==> src/rtl/rtc_pkg.sv <==
package rtc_pkg;

	// Field widths
	localparam int unsigned HOUR_W    = 5;
	localparam int unsigned MIN_W     = 6;
	localparam int unsigned SEC_W     = 6;
	localparam int unsigned WDAY_W    = 3;
	localparam int unsigned DAY_W     = 5;
	localparam int unsigned MONTH_W   = 4;
	localparam int unsigned YEAR_W    = 14;
	localparam int unsigned CFG_IDX_W = 2;
	localparam int unsigned CFG_DAT_W = 7;

	// Counter limits
	localparam logic [SEC_W-1:0]   SEC_LAST   = SEC_W'(59);
	localparam logic [MIN_W-1:0]   MIN_LAST   = MIN_W'(59);
	localparam logic [HOUR_W-1:0]  HOUR_LAST  = HOUR_W'(23);
	localparam logic [WDAY_W-1:0]  WDAY_LAST  = WDAY_W'(6);
	localparam logic [WDAY_W-1:0]  WDAY_NONE  = WDAY_W'(7);
	localparam logic [YEAR_W-1:0]  YEAR_LAST  = YEAR_W'(9999);

	// Month numbers with special lengths, and the first and last month
	localparam logic [MONTH_W-1:0] MON_JAN = MONTH_W'(1);
	localparam logic [MONTH_W-1:0] MON_FEB = MONTH_W'(2);
	localparam logic [MONTH_W-1:0] MON_APR = MONTH_W'(4);
	localparam logic [MONTH_W-1:0] MON_JUN = MONTH_W'(6);
	localparam logic [MONTH_W-1:0] MON_SEP = MONTH_W'(9);
	localparam logic [MONTH_W-1:0] MON_NOV = MONTH_W'(11);
	localparam logic [MONTH_W-1:0] MON_DEC = MONTH_W'(12);

	localparam logic [DAY_W-1:0]   DAY_FIRST = DAY_W'(1);
	localparam logic [DAY_W-1:0]   LEN_28    = DAY_W'(28);
	localparam logic [DAY_W-1:0]   LEN_29    = DAY_W'(29);
	localparam logic [DAY_W-1:0]   LEN_30    = DAY_W'(30);
	localparam logic [DAY_W-1:0]   LEN_31    = DAY_W'(31);

	// Reset values
	localparam logic [WDAY_W-1:0]  WDAY_RST  = WDAY_W'(6);
	localparam logic [YEAR_W-1:0]  YEAR_RST  = YEAR_W'(2000);

	// y / 100 as (y * 5243) >> 19, exact for every 14-bit year
	localparam int unsigned        RECIP_W      = 13;
	localparam logic [RECIP_W-1:0] RECIP_100    = RECIP_W'(5243);
	localparam int unsigned        DIV100_SHIFT = 19;
	localparam int unsigned        PROD_W       = YEAR_W + RECIP_W;
	localparam int unsigned        CENT_W       = 8;

	typedef enum logic {
		OP_TICK = 1'b0,
		OP_LOAD = 1'b1
	} opcode_t;

	typedef enum logic [CFG_IDX_W-1:0] {
		CFG_ALARM_HOUR  = 2'd0,
		CFG_ALARM_MIN   = 2'd1,
		CFG_ALARM_EN    = 2'd2,
		CFG_ALARM_DAYS  = 2'd3
	} cfg_reg_t;

	typedef struct packed {
		logic [HOUR_W-1:0]  hour;
		logic [MIN_W-1:0]   minute;
		logic [SEC_W-1:0]   second;
		logic [WDAY_W-1:0]  weekday;
		logic [DAY_W-1:0]   day;
		logic [MONTH_W-1:0] month;
		logic [YEAR_W-1:0]  year;
		logic               fire;
	} rtc_word_t;

	// Gregorian leap rule
	function automatic logic is_leap(input logic [YEAR_W-1:0] y);
		logic [PROD_W-1:0] prod;
		logic [CENT_W-1:0] cent;
		logic [YEAR_W-1:0] cent_x100;
		logic              div100;
		prod      = PROD_W'(y) * PROD_W'(RECIP_100);
		cent      = prod[DIV100_SHIFT +: CENT_W];
		// cent * 100 = cent * 64 + cent * 32 + cent * 4
		cent_x100 = YEAR_W'({cent, 6'b0}) + YEAR_W'({cent, 5'b0}) + YEAR_W'({cent, 2'b0});
		div100    = (cent_x100 == y);
		return ((y[1:0] == 2'b00) && !div100) || (div100 && (cent[1:0] == 2'b00));
	endfunction

	function automatic logic [DAY_W-1:0] month_len(input logic [MONTH_W-1:0] m,
		input logic leap);
		logic [DAY_W-1:0] len;
		case (m) inside
			MON_FEB:                            len = leap ? LEN_29 : LEN_28;
			MON_APR, MON_JUN, MON_SEP, MON_NOV: len = LEN_30;
			default:                            len = LEN_31;
		endcase
		return len;
	endfunction

endpackage

==> src/rtl/rtc_calendar_alarm.sv <==
// Throughput: one word per cycle while the skid register is empty; the
// next-state and alarm logic is one registered pass from the counter
// registers to the output register.
// A skid register keeps the input open for one word while the output stalls.
// Reset: time 00:00:00, Saturday, 1 January 2000; alarm registers cleared.
module rtc_calendar_alarm (
	input  logic                            clk,
	input  logic                            arst_n,
	input  logic                            in_valid,
	output logic                            in_ready,
	input  logic                            opcode,
	input  logic [rtc_pkg::HOUR_W-1:0]      load_hour,
	input  logic [rtc_pkg::MIN_W-1:0]       load_minute,
	input  logic [rtc_pkg::SEC_W-1:0]       load_second,
	input  logic [rtc_pkg::WDAY_W-1:0]      load_weekday,
	input  logic [rtc_pkg::DAY_W-1:0]       load_day,
	input  logic [rtc_pkg::MONTH_W-1:0]     load_month,
	input  logic [rtc_pkg::YEAR_W-1:0]      load_year,
	output logic                            out_valid,
	input  logic                            out_ready,
	output logic [rtc_pkg::HOUR_W-1:0]      cur_hour,
	output logic [rtc_pkg::MIN_W-1:0]       cur_minute,
	output logic [rtc_pkg::SEC_W-1:0]       cur_second,
	output logic [rtc_pkg::WDAY_W-1:0]      cur_weekday,
	output logic [rtc_pkg::DAY_W-1:0]       cur_day,
	output logic [rtc_pkg::MONTH_W-1:0]     cur_month,
	output logic [rtc_pkg::YEAR_W-1:0]      cur_year,
	output logic                            alarm_fire,
	input  logic                            cfg_valid,
	output logic                            cfg_ready,
	input  logic [rtc_pkg::CFG_IDX_W-1:0]   cfg_index,
	input  logic [rtc_pkg::CFG_DAT_W-1:0]   cfg_data
);
	import rtc_pkg::*;

	// Alarm registers
	logic [HOUR_W-1:0] alarm_hour_q;
	logic [MIN_W-1:0]  alarm_min_q;
	logic              alarm_en_q;
	logic [6:0]        alarm_days_q;

	// Time and date counters
	logic [SEC_W-1:0]   sec_q;
	logic [MIN_W-1:0]   min_q;
	logic [HOUR_W-1:0]  hour_q;
	logic [WDAY_W-1:0]  wday_q;
	logic [DAY_W-1:0]   day_q;
	logic [MONTH_W-1:0] month_q;
	logic [YEAR_W-1:0]  year_q;

	// Output and skid registers
	rtc_word_t out_q;
	rtc_word_t skid_q;
	logic      out_valid_q;
	logic      skid_valid_q;

	logic      in_accept;
	logic      out_take;
	rtc_word_t nxt;
	logic      sec_wrap, min_wrap, hour_wrap, midnight;
	logic      day_wrap, month_wrap;
	logic [DAY_W-1:0] mlen;
	logic [7:0] days_ext;

	assign cfg_ready = 1'b1;
	assign in_ready  = !skid_valid_q;
	assign in_accept = in_valid && in_ready;
	assign out_take  = out_valid_q && out_ready;

	// Config writes
	always_ff @(posedge clk or negedge arst_n) begin
		if (!arst_n) begin
			alarm_hour_q <= '0;
			alarm_min_q  <= '0;
			alarm_en_q   <= 1'b0;
			alarm_days_q <= '0;
		end else if (cfg_valid && cfg_ready) begin
			unique case (cfg_reg_t'(cfg_index))
				CFG_ALARM_HOUR: alarm_hour_q <= cfg_data[HOUR_W-1:0];
				CFG_ALARM_MIN:  alarm_min_q  <= cfg_data[MIN_W-1:0];
				CFG_ALARM_EN:   alarm_en_q   <= cfg_data[0];
				CFG_ALARM_DAYS: alarm_days_q <= cfg_data[6:0];
				default:        alarm_en_q   <= alarm_en_q;
			endcase
		end
	end

	// Carry chain and next time/date
	always_comb begin
		sec_wrap   = (sec_q >= SEC_LAST);
		min_wrap   = (min_q >= MIN_LAST);
		hour_wrap  = (hour_q >= HOUR_LAST);
		midnight   = sec_wrap && min_wrap && hour_wrap;
		mlen       = month_len(month_q, is_leap(year_q));
		day_wrap   = (day_q >= mlen);
		month_wrap = (month_q >= MON_DEC);
		days_ext   = {1'b0, alarm_days_q};

		nxt = '0;
		if (opcode_t'(opcode) == OP_LOAD) begin
			nxt.hour    = load_hour;
			nxt.minute  = load_minute;
			nxt.second  = load_second;
			nxt.weekday = load_weekday;
			nxt.day     = load_day;
			nxt.month   = load_month;
			nxt.year    = load_year;
			nxt.fire    = 1'b0;
		end else begin
			nxt.second  = sec_wrap ? '0 : sec_q + SEC_W'(1);
			nxt.minute  = !sec_wrap ? min_q : (min_wrap ? '0 : min_q + MIN_W'(1));
			nxt.hour    = !(sec_wrap && min_wrap) ? hour_q
				: (hour_wrap ? '0 : hour_q + HOUR_W'(1));
			nxt.weekday = wday_q;
			nxt.day     = day_q;
			nxt.month   = month_q;
			nxt.year    = year_q;
			if (midnight) begin
				nxt.weekday = (wday_q >= WDAY_LAST) ? '0 : wday_q + WDAY_W'(1);
				if (day_wrap) begin
					nxt.day = DAY_FIRST;
					if (month_wrap) begin
						nxt.month = MON_JAN;
						nxt.year  = (year_q >= YEAR_LAST) ? '0 : year_q + YEAR_W'(1);
					end else begin
						nxt.month = month_q + MONTH_W'(1);
					end
				end else begin
					nxt.day = day_q + DAY_W'(1);
				end
			end
			// weekday 7 matches no mask bit
			nxt.fire = alarm_en_q && (nxt.weekday != WDAY_NONE) && days_ext[nxt.weekday]
				&& (nxt.hour == alarm_hour_q) && (nxt.minute == alarm_min_q)
				&& (nxt.second == '0);
		end
	end

	// Counter update
	always_ff @(posedge clk or negedge arst_n) begin
		if (!arst_n) begin
			sec_q   <= '0;
			min_q   <= '0;
			hour_q  <= '0;
			wday_q  <= WDAY_RST;
			day_q   <= DAY_FIRST;
			month_q <= MON_JAN;
			year_q  <= YEAR_RST;
		end else if (in_accept) begin
			sec_q   <= nxt.second;
			min_q   <= nxt.minute;
			hour_q  <= nxt.hour;
			wday_q  <= nxt.weekday;
			day_q   <= nxt.day;
			month_q <= nxt.month;
			year_q  <= nxt.year;
		end
	end

	// Output / skid valid flags
	always_ff @(posedge clk or negedge arst_n) begin
		if (!arst_n) begin
			out_valid_q  <= 1'b0;
			skid_valid_q <= 1'b0;
		end else if (out_take || !out_valid_q) begin
			if (skid_valid_q) begin
				out_valid_q  <= 1'b1;
				skid_valid_q <= 1'b0;
			end else begin
				out_valid_q  <= in_accept;
			end
		end else if (in_accept) begin
			skid_valid_q <= 1'b1;
		end
	end

	// Output / skid payload
	always_ff @(posedge clk) begin
		if (out_take || !out_valid_q) begin
			if (skid_valid_q) begin
				out_q <= skid_q;
			end else if (in_accept) begin
				out_q <= nxt;
			end
		end else if (in_accept) begin
			skid_q <= nxt;
		end
	end

	assign out_valid   = out_valid_q;
	assign cur_hour    = out_q.hour;
	assign cur_minute  = out_q.minute;
	assign cur_second  = out_q.second;
	assign cur_weekday = out_q.weekday;
	assign cur_day     = out_q.day;
	assign cur_month   = out_q.month;
	assign cur_year    = out_q.year;
	assign alarm_fire  = out_q.fire;

`ifndef SYNTHESIS
	// skid only fills behind a held output word
	a_skid_behind_out: assert property (@(posedge clk) disable iff (!arst_n)
		skid_valid_q |-> out_valid_q)
		else $error("skid word present without output word");

	// a load takes effect on the counters at once
	a_load_sets_year: assert property (@(posedge clk) disable iff (!arst_n)
		(in_accept && opcode_t'(opcode) == OP_LOAD) |=> (year_q == $past(load_year)))
		else $error("load did not set year");

	// an alarm word always shows second zero
	a_fire_at_zero: assert property (@(posedge clk) disable iff (!arst_n)
		(out_valid_q && out_q.fire) |-> (out_q.second == '0))
		else $error("alarm fired at nonzero second");

	// a tick word never reports an alarm while disabled
	a_fire_needs_enable: assert property (@(posedge clk) disable iff (!arst_n)
		(in_accept && nxt.fire) |-> alarm_en_q)
		else $error("alarm fired while disabled");
`endif

endmodule

==> config.mk <==
export PLATFORM = sky130hd
export DESIGN_NAME = rtc_calendar_alarm
export DESIGN_NICKNAME = d
export VERILOG_FILES = /design/src/rtl/rtc_pkg.sv /design/src/rtl/rtc_calendar_alarm.sv
export SDC_FILE = /design/constraint.sdc
export NUM_CORES = 1
export LEC_CHECK = 0
export BUFFER_PORTS_ARGS = -buffer_cell sky130_fd_sc_hd__buf_2
export CORE_MARGIN = 2
export CORE_UTILIZATION = 60
export CTS_CLUSTER_DIAMETER = 60
export DETAILED_ROUTE_END_ITERATION = 16
export PLACE_DENSITY_LB_ADDON = 0.3
export SLEW_MARGIN = 20
export SYNTH_ARGS = -nofsm -noshare
export SYNTH_HDL_FRONTEND = slang
export SYNTH_SLANG_ARGS = --single-unit
==> constraint.sdc <==
create_clock -name clk -period 13.9 [get_ports clk]
set_input_delay 2.78 -clock clk [delete_from_list [all_inputs] [get_ports clk]]
set_output_delay 2.78 -clock clk [all_outputs]
set_load 0.01 [all_outputs]
Word level (Yosys, flattened, before mapping)
Cells that the tools add are included.
{"block": "word_totals", "reg_bits": 152, "input_bits": 58, "output_inout_bits": 47, "word_cells": 113}
{"block": "op_classes", "add_sub_neg": 9, "mul": 1, "magnitude_cmp": 8, "eq_ne": 12, "mux": 24, "n_bitwise": 1, "n_reduce_logical": 29}
{"cell": "44-bit two-way mux", "n": 3}
{"cell": "26-bit two-way mux", "n": 2}
{"cell": "14-bit two-way mux", "n": 2}
{"cell": "14-bit by 13-bit multiplier with 27-bit output (second input constant)", "n": 1}
{"cell": "18-bit two-way mux", "n": 1}
{"cell": "6-bit two-way mux", "n": 3}
{"cell": "5-bit two-way mux", "n": 3}
{"cell": "14-bit by 1-bit adder with 14-bit output (second input constant)", "n": 1}
{"cell": "14-bit by 10-bit adder with 14-bit output", "n": 1}
{"cell": "14-bit by 13-bit adder with 14-bit output", "n": 1}
{"cell": "14-bit equality test", "n": 1}
{"cell": "14-bit greater-or-equal comparator (second input constant)", "n": 1}
{"cell": "6-bit by 1-bit adder with 6-bit output (second input constant)", "n": 2}
{"cell": "6-bit greater-or-equal comparator (second input constant)", "n": 2}
{"cell": "2-bit AND reduction", "n": 6}
{"cell": "1-bit logical AND", "n": 11}
{"cell": "5-bit by 1-bit adder with 5-bit output (second input constant)", "n": 2}
{"cell": "4-bit by 3-bit equality test with 1-bit output (second input constant)", "n": 2}
{"cell": "4-bit equality test (second input constant)", "n": 2}
{"cell": "6-bit equality test", "n": 1}
{"cell": "2-bit zero test", "n": 3}
{"cell": "6-bit zero test", "n": 1}
{"cell": "1-bit two-way mux", "n": 6}
{"cell": "5-bit equality test", "n": 1}
{"cell": "other kinds (20)", "n": 25}

Logic depth before layout (Yosys ltp)
Gate-level depths: netlist of the first run.
{"block": "logic_depth", "word_depth": 22, "ltp_mapped": 42, "mapped_depth_nobuf": 39}

Least setup slack after synthesis of the first run
Ideal clock, no wire load.
{"block": "synth_path", "path_kind": "register to register", "startpoint": "register year_q[4]", "endpoint": "register out_q, in the netlist cur_year[11] (data pin)", "t_arrival_ns": 9.496, "required_ns": 13.640, "setup_slack_ns": 4.144, "stages_incl_launch_ff": 41, "period_less_slack_ns": 9.756, "path_cell_list": "dfstp_2 clkbuf_1 inv_1 fa_1 inv_1 ha_1 fa_1 inv_1 fa_1 fa_1 inv_1 ha_1 a21o_1 a31o_2 a2111oi_2 o211ai_1 a211oi_2 o21ba_2 [... 5 more ...] nand3_1 or4_1 or4b_1 nor3_1 o21a_1 o2111a_1 a31oi_1 ha_1 nand2b_1 a21o_1 and4_1 buf_2 nand3_2 a21oi_1 or2_1 clkbuf_4 o21ai_1 mux2_2"}
{"element": "from (decl)", "line": "rtc_calendar_alarm.sv:49", "rtl": "logic [YEAR_W-1:0] year_q;"}
{"element": "from (signal assigned)", "line": "rtc_calendar_alarm.sv:156", "rtl": "year_q <= nxt.year;"}
{"element": "to (signal assigned)", "line": "rtc_calendar_alarm.sv:181", "rtl": "out_q <= skid_q;"}
{"element": "to (signal assigned)", "line": "rtc_calendar_alarm.sv:183", "rtl": "out_q <= nxt;"}
{"element": "to (decl)", "line": "rtc_calendar_alarm.sv:52", "rtl": "rtc_word_t out_q;"}

==> results.json, run 1 <==
{
  "hold_start": "alarm_days_q[1]",
  "diodes": 0,
  "final_hold_viol_count": 0,
  "nets": 1461,
  "cts-resized-gates": 0,
  "status": "finished, final reports clean",
  "min_period_ns": 10.87,
  "drt_pass1_iterations": 6,
  "clockBufferDepth": 2,
  "wl_um": 26060,
  "drc_errors": 0,
  "post_drt_wl_per_cell_um": 17.65,
  "start_util": 0.6100,
  "final_core_util": 0.6756,
  "async_reset_ff_frac": 0.4211,
  "slew_headroom": 0.4213,
  "boundaryPins": 105,
  "area_growth_pct": 10.74,
  "postSynthAreaPerCell_um2": 10.65,
  "crit_top_cell": "fa_1",
  "cp_data_arrival_time_ns": 11.04,
  "syn-cell-area_mm2": 0.01183,
  "setup-tns-final_ns": 0,
  "cp-start-kind": "flop",
  "die_h_um": 144.4,
  "dieArea_mm2": 0.02086,
  "htree_levels": 4,
  "r2r-start": "year_q[11]",
  "vias": 8440,
  "clock_latency_ns": 0.42,
  "required_ns": 14.07,
  "synth.distinct_cells": 75,
  "grt_pass1_wl_um": 42150,
  "rsz0062_at_grt": "false",
  "grt.total_usage": 0.2630,
  "root_buffer": "clkbuf_16",
  "post-route-period-util": 0.7820,
  "tightest_slew_ns": 0.8680,
  "setup_violations": 0,
  "die_w_um": 144.4,
  "drive_above_1_share": 0.2023,
  "clock.fmax_ghz": 0.09200,
  "cts-hold-fix-buffers": 0,
  "routabilityCongestion": 0.9349,
  "synth_edf_count": 88,
  "grt_overflow": 0,
  "synthCells": 1111,
  "yosysSeqAreaShare": 0.3597,
  "antenna_found_initial": 0,
  "synth_seq_cells": 152,
  "cp-startpoint": "year_q[11]",
  "hpwl_um": 19450,
  "core_mm2": 0.01940,
  "avgViaCountPerCell": 5.718,
  "yosysWarnings": 0,
  "cp-end-kind": "flop",
  "cts.sinks": 152,
  "cp_max_fo": 13,
  "postRouteAntennaNets": 0,
  "slowest_delay_ns": 0.73,
  "worst_clock_skew_ns": 0.009721,
  "drt_iter0_markers": 554,
  "crit_path_top_delay_cell": "dfrtp_1",
  "cts_tree": "done",
  "grt_max_degree": 67,
  "crit_type": "reg2reg",
  "min_path_type": "reg2reg",
  "syn_nets": 1374,
  "synth_top_flop_cell": "edfxtp_1",
  "io_buffers": 103,
  "grt_pass1_vias": 8183,
  "cts_made_buffers": 17,
  "core.rowCount": 51,
  "cts_setup_buffers": 0,
  "max_cap_violations": 0,
  "drv_slew": 0,
  "path_clk_slew_ns": 0.06
}
==> final cells by class <==
type	instances	area (um2)
clock inverter	12	105.1
multi-input combinational	759	6814
fill	1522	6294
clock buffer	20	436.7
tap	265	331.6
sequential	152	4257
timing repair buffer	110	568.0
inverter	158	593.1
==> layer usage <==
metal | share of wire | global-route usage
met2 | 0.45 | 0.3936
met3 | 0.063 | 0.04868
met5 | 0 | 0
met4 | 0.014 | 0.06592
met1 | 0.47 | 0.3971
==> registers in the layout, summed over array words and instances, names as in the netlist, 3 cells and up <==
register and count:
cur_weekday 3, day_q 5, cur_second 6, sec_q 6, month_q 4, alarm_hour_q 5
hour_q 5, cur_minute 6, alarm_min_q 6, skid_q 44, cur_hour 5, wday_q 3
alarm_days_q 7, cur_month 4, year_q 14, cur_day 5, min_q 6, cur_year 14
==> synthesized netlist by cell type, types with 4 or more instances <==
library cell / n / area share
nor2_1: 27 / 0.0086
a211oi_1: 7 / 0.0044
o21ai_2: 6 / 0.0044
a31oi_1: 4 / 0.0021
and3_1: 7 / 0.0037
o31ai_1: 7 / 0.0044
nand3_1: 19 / 0.0080
clkbuf_1: 24 / 0.0076
nor3_1: 9 / 0.0038
edfxtp_1: 88 / 0.22
o21ai_1: 6 / 0.0025
nand2b_1: 8 / 0.0042
xnor2_1: 26 / 0.019
mux2_2: 68 / 0.065
o21a_1: 4 / 0.0025
nor4b_1: 5 / 0.0037
buf_2: 12 / 0.0051
inv_1: 157 / 0.050
nand4_1: 7 / 0.0037
dfrtp_1: 54 / 0.11
nand2_1: 108 / 0.034
dfstp_2: 10 / 0.022
mux2i_1: 16 / 0.014
ha_1: 137 / 0.14
nor4_1: 5 / 0.0026
fa_1: 68 / 0.12
a21oi_1: 43 / 0.018
o21ai_0: 82 / 0.035
xor2_1: 20 / 0.015
a21o_1: 10 / 0.0063
==> final timing paths <==
kind | to | slack (ns) | cells after the start
max | cur_year[6] | 3.03 | 37
min | alarm_days_q[1] | 0.50 | 1
max reg2reg | cur_year[6] | 3.03 | 37
min reg2reg | alarm_days_q[1] | 0.50 | 1
max in group asynchronous | day_q[2] | 10.78 | 2
min in group asynchronous | alarm_days_q[3] | 2.55 | 2
==> cell usage in the layout (no fill, tap or decap), types with 17 or more instances in the layout <==
| master | Yosys | routed |
|---|---|---|
| a21oi_1 | 43 | 43 |
| buf_2 | 12 | 103 |
| clkbuf_16 | 0 | 17 |
| dfrtp_1 | 54 | 54 |
| edfxtp_1 | 88 | 88 |
| fa_1 | 68 | 68 |
| ha_1 | 137 | 137 |
| inv_1 | 157 | 157 |
| mux2_2 | 68 | 68 |
| nand2_1 | 108 | 107 |
| nand3_1 | 19 | 19 |
| nor2_1 | 27 | 26 |
| o21ai_0 | 82 | 82 |
| xnor2_1 | 26 | 26 |
| xor2_1 | 20 | 20 |
==> through the flow <==
step	instance area (um2)	instances	hold slack, ns	setup WS (ns)
final	13110	1476	0.5038	3.031
after global routing	13110	1476	0.5219	2.346
after CTS	13110	1476	0.5070	3.058
after detailed placement	12560	1444	0.4932	3.114
after global placement	12560	1444	0.4849	3.354
after floorplan	11830	1111	0.4713	4.144
==> logic make-up (layout without fill, tap and decap cells) <==
group / count (synthesis) / count (layout) / synth area share
DFF: 152 / 152 / 0.3597
buffers and inverters: 200 / 300 / 0.06598
adders and majority gates: 205 / 205 / 0.2599
other: 1 / 1 / 0.0003169
muxes: 85 / 85 / 0.07951
AOI/OAI and AO/OA: 198 / 198 / 0.1051
xor gates and xnor gates: 47 / 47 / 0.03542
and+or+nand+nor: 223 / 223 / 0.09410
==> critical path, delay by kind of cell, from the launching register on <==
kind / cells / cell delay [ns]
fa+ha+maj: 9 / 4.02
compound gates: 11 / 2.53
simple gates: 9 / 2.36
flops: 1 / 0.73
xor+xnor: 2 / 0.35
buf+inv: 5 / 0.30
mux: 1 / 0.29
Power of run 1 is not shown: default switching activity piles up to over one toggle a cycle in this logic, so the estimate is an artifact.
==> inputs of run 2 (changes only) <==
--- a/config.mk
+++ b/config.mk
@@ -7,7 +7,7 @@
 export LEC_CHECK = 0
 export BUFFER_PORTS_ARGS = -buffer_cell sky130_fd_sc_hd__buf_2
 export CORE_MARGIN = 2
-export CORE_UTILIZATION = 60
+export CORE_UTILIZATION = 55
 export CTS_CLUSTER_DIAMETER = 60
 export DETAILED_ROUTE_END_ITERATION = 16
 export PLACE_DENSITY_LB_ADDON = 0.3
==> constraint.sdc (replaced) <==
create_clock -name clk -period 9.37 [get_ports clk]
set_input_delay 1.874 -clock clk [delete_from_list [all_inputs] [get_ports clk]]
set_output_delay 1.874 -clock clk [all_outputs]
set_load 0.01 [all_outputs]
==> run 2 against run 1 <==
- the flow now finishes with violations (negative setup slack)
- die area grew 8.8%
- first-iteration DRC count grew 13%
- hold slack gained 0.0013 ns
- global-route usage grew 0.56 points
- via count grew 7.5%
- worst setup slack lost 3.4 ns
- sequential share of layout area shrank 3.2 points
- clock skew grew 0.0069 ns
- maximum frequency grew 11%
- critical path type unchanged
- highest routed layer unchanged
==> results.json, run 2 (synthesis gave the netlist of run 1 again) <==
{
  "status": "complete, but fails checks",
  "violations": "negative setup slack",
  "nets": 1580,
  "area_growth_pct": 22.84,
  "final_hold_viol_count": 0,
  "dieArea_mm2": 0.02271,
  "cp_data_arrival_time_ns": 9.94,
  "required_ns": 9.55,
  "drc_errors": 0,
  "root_buffer": "clkbuf_16",
  "final_area_mm2": 0.01454,
  "slew_headroom": 0.4087,
  "die_w_um": 150.7,
  "vias": 9074,
  "setup_violations": 62,
  "htree_levels": 4,
  "routabilityCongestion": 0.8873,
  "boundaryPins": 105,
  "placed_cell_area_mm2": 0.01340,
  "rr_worst_depth": 37,
  "grt_pass1_vias": 9009,
  "clockBufferDepth": 2,
  "final_cell_mix": "inv_1, ha_1, buf_4, nand2_1, buf_2",
  "crit_type": "reg2reg",
  "clock.fmax_ghz": 0.1024,
  "wl_um": 29770,
  "layout_commonest_cell": "inv_1",
  "clock_latency_ns": 0.44,
  "cp-start-kind": "flop",
  "cts_tree": "done",
  "setup-tns-final_ns": -14.45,
  "min_path_type": "reg2reg",
  "cp-end-kind": "flop",
  "rsz0062_at_grt": "true",
  "critPathTopFamily": "adder cells",
  "crit_buf_inv": 5,
  "max_cap_violations": 0,
  "tightest_slew_ns": 0.8870,
  "path_clk_slew_ns": 0.07,
  "core_mm2": 0.02109,
  "drt_pass1_iterations": 5,
  "whs_ns": 0.5051,
  "crit_path_top_delay_cell": "dfstp_2",
  "min_path_cells": 1,
  "cts-hold-fix-buffers": 0,
  "antenna_found_initial": 0,
  "cp.depth": 37,
  "top_register": "skid_q",
  "avgViaCountPerCell": 5.654,
  "crit_top_cell": "fa_1",
  "worst_clock_skew_ns": 0.01667,
  "grt_pass1_wl_um": 46660,
  "die_h_um": 150.7,
  "core.rowCount": 53,
  "hpwl_um": 21700,
  "post-route-period-util": 1.042,
  "io_buffers": 103,
  "diodes": 0,
  "worst_slack_ns": -0.3911,
  "cts.sinks": 152,
  "slowest_delay_ns": 0.64,
  "drv_slew": 0,
  "post_drt_wl_per_cell_um": 18.55,
  "min_period_ns": 9.761,
  "largest_register_ff_count": 44,
  "grt_overflow": 0,
  "grt.total_usage": 0.2686,
  "drive_above_1_share": 0.3226,
  "cp_max_fo": 5,
  "grt_max_degree": 67,
  "cts_made_buffers": 17,
  "postRouteAntennaNets": 0,
  "drt_iter0_markers": 628,
  "start_util": 0.5612,
  "pre_cts_slack_ns": -0.6546
}
## run 2: cell types whose count changed in the layout (fill, tap and decap cells not counted), moves of 6 or more
cell and delta:
buf_4 +107, o21ai_0 -35, o21ai_1 +25, ha_1 -10
buf_6 +9, inv_1 -9, inv_2 +9, mux2_2 -6
mux2_4 +6, o21ai_2 +6
## run 2: timing repair
action / in CTS / in global routing
pin swaps: 28 / 30
setup buffers: 12 / 13
cloned: 0 / 0
gates resized for setup: 52 / 64
setup endpoints to repair: 69 / 69
## run 2: path summary, 6_finish.rpt
path,from,endpoint,slack [ns]
hold / removal,alarm_days_q[0],alarm_days_q[0],0.51
setup / recovery,year_q[10],cur_year[12],-0.39
setup reg to reg,year_q[10],cur_year[12],-0.39
hold reg to reg,alarm_days_q[0],alarm_days_q[0],0.51
min in group asynchronous,arst_n,alarm_min_q[5],1.65
max in group asynchronous,arst_n,year_q[12],7.09
## run 2: final cells by class
class	count	area (um2)
clock buffers	21	440.4
clock inverters	11	122.6
fillers	1487	6551
inverters	158	593.1
multi-input cells	759	7248
flip-flops and latches	152	4260
well taps	275	344.1
repair buffers	229	1528
## run 2: routing by layer
layer | GRT usage | up-vias | wire length [um]
met3 | 0.06152 | 45 | 1957
met4 | 0.06682 | 0 | 509
li1 | - | 4243 | -
met5 | 0 | - | 0
met1 | 0.3680 | 4464 | 13110
met2 | 0.4355 | 322 | 14200
## run 2: worst reg2reg max path: cells and delay by family (launching register included)
kind,cells,cell delay [ns]
AOI/OAI and AO/OA,7,0.98
xor gates and xnor gates,3,0.57
adders and majority gates,10,4.14
buffers and inverters,5,0.46
DFF,1,0.64
muxes,1,0.26
and+or+nand+nor,11,2.45
## run 2: metrics by stage
stage,util,cells
4_1_cts,0.6744,1593
5_1_grt,0.6893,1605
2_1_floorplan,-,1111
6_report,0.6893,1605
3_3_place_gp,0.6355,1549
3_5_place_dp,0.6355,1549
Power of run 2 is left out for the same reason.
